--- config.mk ---
export PLATFORM = sky130hd
export DESIGN_NAME = pcir_ctrl
export DESIGN_NICKNAME = d
export VERILOG_FILES = /design/src/rtl/core/pcir_pkg.sv /design/src/rtl/core/pcir_ctrl.sv
export SDC_FILE = /design/constraint.sdc
export NUM_CORES = 1
export LEC_CHECK = 0
export BUFFER_PORTS_ARGS = -buffer_cell sky130_fd_sc_hd__buf_2
export CAP_MARGIN = 40
export CORE_ASPECT_RATIO = 1.75
export CORE_MARGIN = 1.5
export CORE_UTILIZATION = 53
export DETAILED_ROUTE_END_ITERATION = 7
export GPL_ROUTABILITY_DRIVEN = 0
export PLACE_DENSITY = 0.71
export SETUP_SLACK_MARGIN = 0.3
export SLEW_MARGIN = 20
export SYNTH_ARGS = -nofsm -noshare
export SYNTH_HDL_FRONTEND = slang
export SYNTH_SLANG_ARGS = --single-unit
--- constraint.sdc ---
create_clock -name i_clk -period 10.5 [get_ports i_clk]
set_input_delay 1.05 -clock i_clk [delete_from_list [all_inputs] [get_ports i_clk]]
set_output_delay 1.05 -clock i_clk [all_outputs]
set_load 0.02 [all_outputs]
--- src/rtl/core/pcir_pkg.sv ---
// Package for the particle contact impulse resolver.
// Holds item types, word helpers, the step program and the control/status structs.
// No dependencies.
package pcir_pkg;

    localparam int W = 32;
    localparam int F = 16;

    typedef logic signed [W-1:0] t_word;

    localparam t_word ONE_Q  = t_word'(64'd1 << F);
    localparam t_word WMAX   = {1'b0, {(W-1){1'b1}}};
    localparam t_word WMIN   = {1'b1, {(W-1){1'b0}}};

    localparam logic [1:0] REQ_ADD  = 2'd0;
    localparam logic [1:0] REQ_TICK = 2'd1;
    localparam logic [1:0] REQ_COLL = 2'd2;

    localparam logic CFG_INV_MASS    = 1'b0;
    localparam logic CFG_RESTITUTION = 1'b1;

    typedef struct packed {
        logic        [1:0]  req_type;
        logic signed [31:0] vec_x;
        logic signed [31:0] vec_y;
        logic signed [31:0] vec_z;
        logic signed [31:0] scalar_value;
        logic               other_present;
        logic        [30:0] other_inv_mass;
        logic signed [31:0] other_normal_vel;
        logic signed [31:0] other_normal_acc;
    } t_in_item;

    typedef struct packed {
        logic signed [31:0] pos_x;
        logic signed [31:0] pos_y;
        logic signed [31:0] pos_z;
        logic signed [31:0] vel_x;
        logic signed [31:0] vel_y;
        logic signed [31:0] vel_z;
    } t_out_item;

    // Operand and destination codes of the datapath register set.
    typedef enum logic [4:0] {
        S_ZERO, S_ONE,
        S_VEL0, S_VEL1, S_VEL2,
        S_POS0, S_POS1, S_POS2,
        S_FRC0, S_FRC1, S_FRC2,
        S_N0, S_N1, S_N2,
        S_ACC0, S_ACC1, S_ACC2,
        S_SC, S_INVM, S_REST, S_OVEL, S_OACC, S_OIM,
        S_SEP, S_ASEP, S_TOT, S_NS, S_TMP, S_Q, S_RISE
    } t_src;

    typedef enum logic [1:0] {K_ALU, K_DIV, K_END} t_kind;

    typedef enum logic [2:0] {C_ALWAYS, C_VOK, C_ANEG, C_NSNEG, C_POK} t_cond;

    // One step: dst = sat(c +/- mul(a, b)); a divide step takes a / total into Q.
    typedef struct packed {
        t_kind kind;
        t_cond cond;
        t_src  dst;
        t_src  a;
        t_src  b;
        t_src  c;
        logic  sub;
    } t_uop;

    typedef logic [5:0] t_pc;

    localparam t_pc PC_ADD  = 6'd0;
    localparam t_pc PC_TICK = 6'd4;
    localparam t_pc PC_COLL = 6'd14;

    typedef struct packed {
        logic load;
        logic exec;
        logic wb;
        logic div_start;
        logic out_load;
        t_uop op;
    } t_cmd;

    typedef struct packed {
        logic vok;
        logic aneg;
        logic nsneg;
        logic pok;
        logic div_done;
        logic out_free;
    } t_status;

    function automatic t_uop mk(t_kind k, t_cond cd, t_src d, t_src a, t_src b, t_src c,
                                logic s);
        t_uop u;
        u.kind = k; u.cond = cd; u.dst = d; u.a = a; u.b = b; u.c = c; u.sub = s;
        return u;
    endfunction

    function automatic t_uop prog(t_pc pc);
        t_uop u;
        case (pc)
            // add force
            6'd0:  u = mk(K_ALU, C_ALWAYS, S_FRC0, S_N0, S_ONE, S_FRC0, 1'b0);
            6'd1:  u = mk(K_ALU, C_ALWAYS, S_FRC1, S_N1, S_ONE, S_FRC1, 1'b0);
            6'd2:  u = mk(K_ALU, C_ALWAYS, S_FRC2, S_N2, S_ONE, S_FRC2, 1'b0);
            6'd3:  u = mk(K_END, C_ALWAYS, S_ZERO, S_ZERO, S_ZERO, S_ZERO, 1'b0);
            // tick
            6'd4:  u = mk(K_ALU, C_ALWAYS, S_VEL0, S_FRC0, S_INVM, S_VEL0, 1'b0);
            6'd5:  u = mk(K_ALU, C_ALWAYS, S_POS0, S_VEL0, S_SC, S_POS0, 1'b0);
            6'd6:  u = mk(K_ALU, C_ALWAYS, S_FRC0, S_ZERO, S_ONE, S_ZERO, 1'b0);
            6'd7:  u = mk(K_ALU, C_ALWAYS, S_VEL1, S_FRC1, S_INVM, S_VEL1, 1'b0);
            6'd8:  u = mk(K_ALU, C_ALWAYS, S_POS1, S_VEL1, S_SC, S_POS1, 1'b0);
            6'd9:  u = mk(K_ALU, C_ALWAYS, S_FRC1, S_ZERO, S_ONE, S_ZERO, 1'b0);
            6'd10: u = mk(K_ALU, C_ALWAYS, S_VEL2, S_FRC2, S_INVM, S_VEL2, 1'b0);
            6'd11: u = mk(K_ALU, C_ALWAYS, S_POS2, S_VEL2, S_SC, S_POS2, 1'b0);
            6'd12: u = mk(K_ALU, C_ALWAYS, S_FRC2, S_ZERO, S_ONE, S_ZERO, 1'b0);
            6'd13: u = mk(K_END, C_ALWAYS, S_ZERO, S_ZERO, S_ZERO, S_ZERO, 1'b0);
            // collide: separating velocity
            6'd14: u = mk(K_ALU, C_ALWAYS, S_SEP, S_VEL0, S_N0, S_ZERO, 1'b0);
            6'd15: u = mk(K_ALU, C_ALWAYS, S_SEP, S_VEL1, S_N1, S_SEP, 1'b0);
            6'd16: u = mk(K_ALU, C_ALWAYS, S_SEP, S_VEL2, S_N2, S_SEP, 1'b0);
            6'd17: u = mk(K_ALU, C_ALWAYS, S_SEP, S_OVEL, S_ONE, S_SEP, 1'b1);
            // acceleration buildup
            6'd18: u = mk(K_ALU, C_ALWAYS, S_ACC0, S_FRC0, S_INVM, S_ZERO, 1'b0);
            6'd19: u = mk(K_ALU, C_ALWAYS, S_ACC1, S_FRC1, S_INVM, S_ZERO, 1'b0);
            6'd20: u = mk(K_ALU, C_ALWAYS, S_ACC2, S_FRC2, S_INVM, S_ZERO, 1'b0);
            6'd21: u = mk(K_ALU, C_ALWAYS, S_ASEP, S_ACC0, S_N0, S_ZERO, 1'b0);
            6'd22: u = mk(K_ALU, C_ALWAYS, S_ASEP, S_ACC1, S_N1, S_ASEP, 1'b0);
            6'd23: u = mk(K_ALU, C_ALWAYS, S_ASEP, S_ACC2, S_N2, S_ASEP, 1'b0);
            6'd24: u = mk(K_ALU, C_ALWAYS, S_ASEP, S_OACC, S_ONE, S_ASEP, 1'b1);
            6'd25: u = mk(K_ALU, C_ALWAYS, S_TOT, S_OIM, S_ONE, S_INVM, 1'b0);
            // velocity resolution
            6'd26: u = mk(K_ALU, C_VOK, S_NS, S_SEP, S_ONE, S_ZERO, 1'b1);
            6'd27: u = mk(K_ALU, C_VOK, S_NS, S_REST, S_NS, S_ZERO, 1'b0);
            6'd28: u = mk(K_ALU, C_ANEG, S_NS, S_REST, S_ASEP, S_NS, 1'b0);
            6'd29: u = mk(K_ALU, C_NSNEG, S_NS, S_ZERO, S_ONE, S_ZERO, 1'b0);
            6'd30: u = mk(K_ALU, C_VOK, S_TMP, S_SEP, S_ONE, S_NS, 1'b1);
            6'd31: u = mk(K_DIV, C_VOK, S_Q, S_TMP, S_TOT, S_ZERO, 1'b0);
            6'd32: u = mk(K_ALU, C_VOK, S_TMP, S_N0, S_Q, S_ZERO, 1'b0);
            6'd33: u = mk(K_ALU, C_VOK, S_TMP, S_TMP, S_INVM, S_ZERO, 1'b0);
            6'd34: u = mk(K_ALU, C_VOK, S_VEL0, S_TMP, S_ONE, S_VEL0, 1'b0);
            6'd35: u = mk(K_ALU, C_VOK, S_VEL0, S_N0, S_RISE, S_VEL0, 1'b1);
            6'd36: u = mk(K_ALU, C_VOK, S_TMP, S_N1, S_Q, S_ZERO, 1'b0);
            6'd37: u = mk(K_ALU, C_VOK, S_TMP, S_TMP, S_INVM, S_ZERO, 1'b0);
            6'd38: u = mk(K_ALU, C_VOK, S_VEL1, S_TMP, S_ONE, S_VEL1, 1'b0);
            6'd39: u = mk(K_ALU, C_VOK, S_VEL1, S_N1, S_RISE, S_VEL1, 1'b1);
            6'd40: u = mk(K_ALU, C_VOK, S_TMP, S_N2, S_Q, S_ZERO, 1'b0);
            6'd41: u = mk(K_ALU, C_VOK, S_TMP, S_TMP, S_INVM, S_ZERO, 1'b0);
            6'd42: u = mk(K_ALU, C_VOK, S_VEL2, S_TMP, S_ONE, S_VEL2, 1'b0);
            6'd43: u = mk(K_ALU, C_VOK, S_VEL2, S_N2, S_RISE, S_VEL2, 1'b1);
            // penetration resolution
            6'd44: u = mk(K_DIV, C_POK, S_Q, S_SC, S_TOT, S_ZERO, 1'b0);
            6'd45: u = mk(K_ALU, C_POK, S_TMP, S_N0, S_Q, S_ZERO, 1'b0);
            6'd46: u = mk(K_ALU, C_POK, S_TMP, S_TMP, S_INVM, S_ZERO, 1'b0);
            6'd47: u = mk(K_ALU, C_POK, S_POS0, S_TMP, S_ONE, S_POS0, 1'b0);
            6'd48: u = mk(K_ALU, C_POK, S_TMP, S_N1, S_Q, S_ZERO, 1'b0);
            6'd49: u = mk(K_ALU, C_POK, S_TMP, S_TMP, S_INVM, S_ZERO, 1'b0);
            6'd50: u = mk(K_ALU, C_POK, S_POS1, S_TMP, S_ONE, S_POS1, 1'b0);
            6'd51: u = mk(K_ALU, C_POK, S_TMP, S_N2, S_Q, S_ZERO, 1'b0);
            6'd52: u = mk(K_ALU, C_POK, S_TMP, S_TMP, S_INVM, S_ZERO, 1'b0);
            6'd53: u = mk(K_ALU, C_POK, S_POS2, S_TMP, S_ONE, S_POS2, 1'b0);
            default: u = mk(K_END, C_ALWAYS, S_ZERO, S_ZERO, S_ZERO, S_ZERO, 1'b0);
        endcase
        return u;
    endfunction

endpackage

--- src/rtl/core/pcir_ctrl.sv ---
// Controller: walks the step program for each item and drives the datapath.
// Depends on pcir_pkg.
module pcir_ctrl (
    input  logic              i_clk,
    input  logic              i_rst_n,
    input  logic              i_in_valid,
    input  logic [1:0]        i_req_type,
    output logic              o_in_ready,
    input  pcir_pkg::t_status i_status,
    output pcir_pkg::t_cmd    o_cmd
);
    import pcir_pkg::*;

    typedef enum logic [4:0] {
        ST_IDLE  = 5'b00001,
        ST_ISSUE = 5'b00010,
        ST_WB    = 5'b00100,
        ST_DIV   = 5'b01000,
        ST_OUT   = 5'b10000
    } t_state;

    t_state r_state, n_state;
    t_pc    r_pc, n_pc;
    t_uop   op;
    logic   cond_ok;

    assign op = prog(r_pc);

    always_comb begin
        unique case (op.cond)
            C_ALWAYS: cond_ok = 1'b1;
            C_VOK:    cond_ok = i_status.vok;
            C_ANEG:   cond_ok = i_status.aneg;
            C_NSNEG:  cond_ok = i_status.nsneg;
            C_POK:    cond_ok = i_status.pok;
            default:  cond_ok = 1'b0;
        endcase
    end

    always_comb begin
        n_state         = r_state;
        n_pc            = r_pc;
        o_cmd           = '0;
        o_cmd.op        = op;
        o_in_ready      = 1'b0;
        unique case (r_state)
            ST_IDLE: begin
                o_in_ready = 1'b1;
                if (i_in_valid) begin
                    o_cmd.load = 1'b1;
                    n_state    = ST_ISSUE;
                    priority case (i_req_type)
                        REQ_ADD:  n_pc = PC_ADD;
                        REQ_TICK: n_pc = PC_TICK;
                        REQ_COLL: n_pc = PC_COLL;
                        default:  n_state = ST_OUT;
                    endcase
                end
            end
            ST_ISSUE: begin
                if (op.kind == K_END) begin
                    n_state = ST_OUT;
                end else if (!cond_ok) begin
                    n_pc = r_pc + 1'b1;
                end else if (op.kind == K_DIV) begin
                    o_cmd.div_start = 1'b1;
                    n_state         = ST_DIV;
                end else begin
                    o_cmd.exec = 1'b1;
                    n_state    = ST_WB;
                end
            end
            ST_WB: begin
                o_cmd.wb = 1'b1;
                n_pc     = r_pc + 1'b1;
                n_state  = ST_ISSUE;
            end
            ST_DIV: begin
                if (i_status.div_done) begin
                    n_pc    = r_pc + 1'b1;
                    n_state = ST_ISSUE;
                end
            end
            ST_OUT: begin
                if (i_status.out_free) begin
                    o_cmd.out_load = 1'b1;
                    n_state        = ST_IDLE;
                end
            end
            default: n_state = ST_IDLE;
        endcase
    end

    always_ff @(posedge i_clk) begin
        if (!i_rst_n) begin
            r_state <= ST_IDLE;
            r_pc    <= '0;
        end else begin
            r_state <= n_state;
            r_pc    <= n_pc;
        end
    end

endmodule
==> out/metrics.csv <==
metric;value;unit
grt_util_all_layers;33.5;%
ir_drop;0.0968;mV
power.density;177;nW/um2
wl_per_cell;20.5;um
path_clk_slew;0.08;ns
die_height;104;um
drt_pass1_iterations;5;
fillers;552;
post-place-ws;5.66;ns
synth-seq-cells;37;
post-route-util;60.7;%
synth_ff_type;dfxtp_1;
ys_async_sr_fraction;0;%
path_class;in2reg;
critPathCaptureType;register;
worst_slew_pin_slew;0.961;ns
synth_area;3080;um2
first_iter_violations;294;
setup_slack;5.88;ns
crit_path_max_incr_delay;0.83;ns
dp_hpwl;7320;um
power;599;uW
postPlaceCellArea;3270;um2
hold_class;reg2reg;
worst_hold_slack;0.670;ns
design_area;3390;um2
cts_sinks;37;
dpl.cell_count;497;
grt_pass1_wl;16000;um
route.detailed.drc;0;
fmax;0.217;GHz
finalSetupViolCount;0;
clock_skew;0.00243;ns
rows;36;
clk_latency;0.30;ns
synth.top_cells.by_count;a21oi_1, nand2_1, dfxtp_1, nor2_1, o21ai_0;
synth_area_leaders;dfxtp_1, a21oi_1, ha_1;
slew_headroom;35.9;%
slew_violations;0;
cts_hold_buffers;0;
port_buffers;42;
ios;43;
globalRouteOverflowTotal;0;
cp.arrival;4.80;ns
dieWidth;60.6;um
n_antenna_cell;0;
area_growth;10.1;%
synth_cell_types;74;
crit_required;10.68;ns
hold_viol_final;0;
drt_wl_total;10400;um
finalNonFillerCells;505;
ant_nets;0;
grt_max_degree;36;
cts_root_buf;clkbuf_8;
rsz0062_at_grt;no;
synth_area_per_cell;7.58;um2
first_global_vias;3210;
synth_edf_count;0;
route.vias.total;3452;
cts_buffers;5;
htreeDepth;2;
cts_max_path_buffers;2;
synth.net_count;433;
post-route-min-period;4.62;ns
yosysSeqAreaShare;24.1;%
fp.coreArea;5590;um2
synth_top_area_share;24.1;%
setup_tns;0;ns
status;complete, no violations;
crit_path_max_fanout;33;
leakagePower;1.37;nW
cts_tree;done;
worstPathCellList;buf_2 > inv_1 > ha_1 > o21ai_0 > or4_4 > a21oi_4 > o211ai_2 > a32oi_4 > inv_2 > nand2b_1 > nor2_1 > a2111oi_2 > o22ai_1;
cp-start-kind;input pin;
nets;455;
syn_inst;406;
initial_core_util;55.1;%
critPathSlowestCell;a32oi_4;
cts_setup_buffers;0;
dieArea;6290;um2
yosysTopAreaCell;dfxtp_1;
max_cap_viol_count;0;
final.period_utilization;44.0;%
drive_gt1_share;18.6;%
ys_warn_count;0;
antenna_found_initial;0;
cts_resized;0;
vias_per_cell;6.84;
[power breakdown]
group          internal (mW)  switching (mW)
clock network         0.0711          0.0578
logic                 0.0989           0.192
registers              0.165          0.0144
total                  0.335           0.264
[registers in the layout, indices dropped and copies added, names as in the netlist]
signal	flops
r_state	5
op	26
r_pc	6
[cells in the final DEF, fill, tap and decap left out, drive strengths merged, types with 5 or more instances in the layout]
cell type,netlist,layout
nor3,11,11
nor4,6,6
nand3,15,15
inv,20,20
a21o,5,5
and2,8,8
dfxtp,37,37
nand2b,5,5
nand2,42,42
clkbuf,10,5
buf,20,45
o22ai,7,7
o211ai,12,12
o21ai,21,21
a22oi,7,7
a211oi,6,6
a21oi,42,42
mux2i,5,5
nor2,36,36
a31oi,9,9
and3,7,7
ha,16,16
[worst paths after layout]
kind / from / cells after the start / endpoint / slack (ns)
max: i_req_type[0] / 13 / op[10] / 5.88
min: op[25] / 2 / r_state[2] / 0.67
max reg2reg: r_state[4] / 10 / op[10] / 6.14
min reg2reg: op[25] / 2 / r_state[2] / 0.67
[cell families after synthesis]
kind of cell,after synthesis,share of synthesized area [%]
compound gates,147,34.9
simple gates,144,23.2
buf+inv,50,6.99
flops,37,24.1
fa+ha+maj,16,6.50
mux,9,3.45
xor+xnor,3,0.853
[routing by layer]
layer	global-route usage [%]	wire, um	up-vias
met5	0	0	-
li1	-	-	1553
met4	23.0	879	0
met2	56.1	5210	237
met3	6.37	732	79
met1	35.5	3550	1583
[critical path: cells and delay by family]
kind,cells,cell delay [ns]
adders and majority gates,1,0.29
and+or+nand+nor,3,1.00
buffers and inverters,3,0.56
AOI/OAI and AO/OA,6,1.88
[cell type report]
type,count,area [um2],share of cell area (%)
tap,76,95.1,2.81
inverter,20,75.1,2.21
sequential,37,741,21.9
clock inverter,3,46.3,1.37
timing repair buffer,45,240,7.09
multi-input combinational,319,2120,62.6
clock buffer,5,68.8,2.03
No activity file was read; power rests on OpenSTA's default activity.
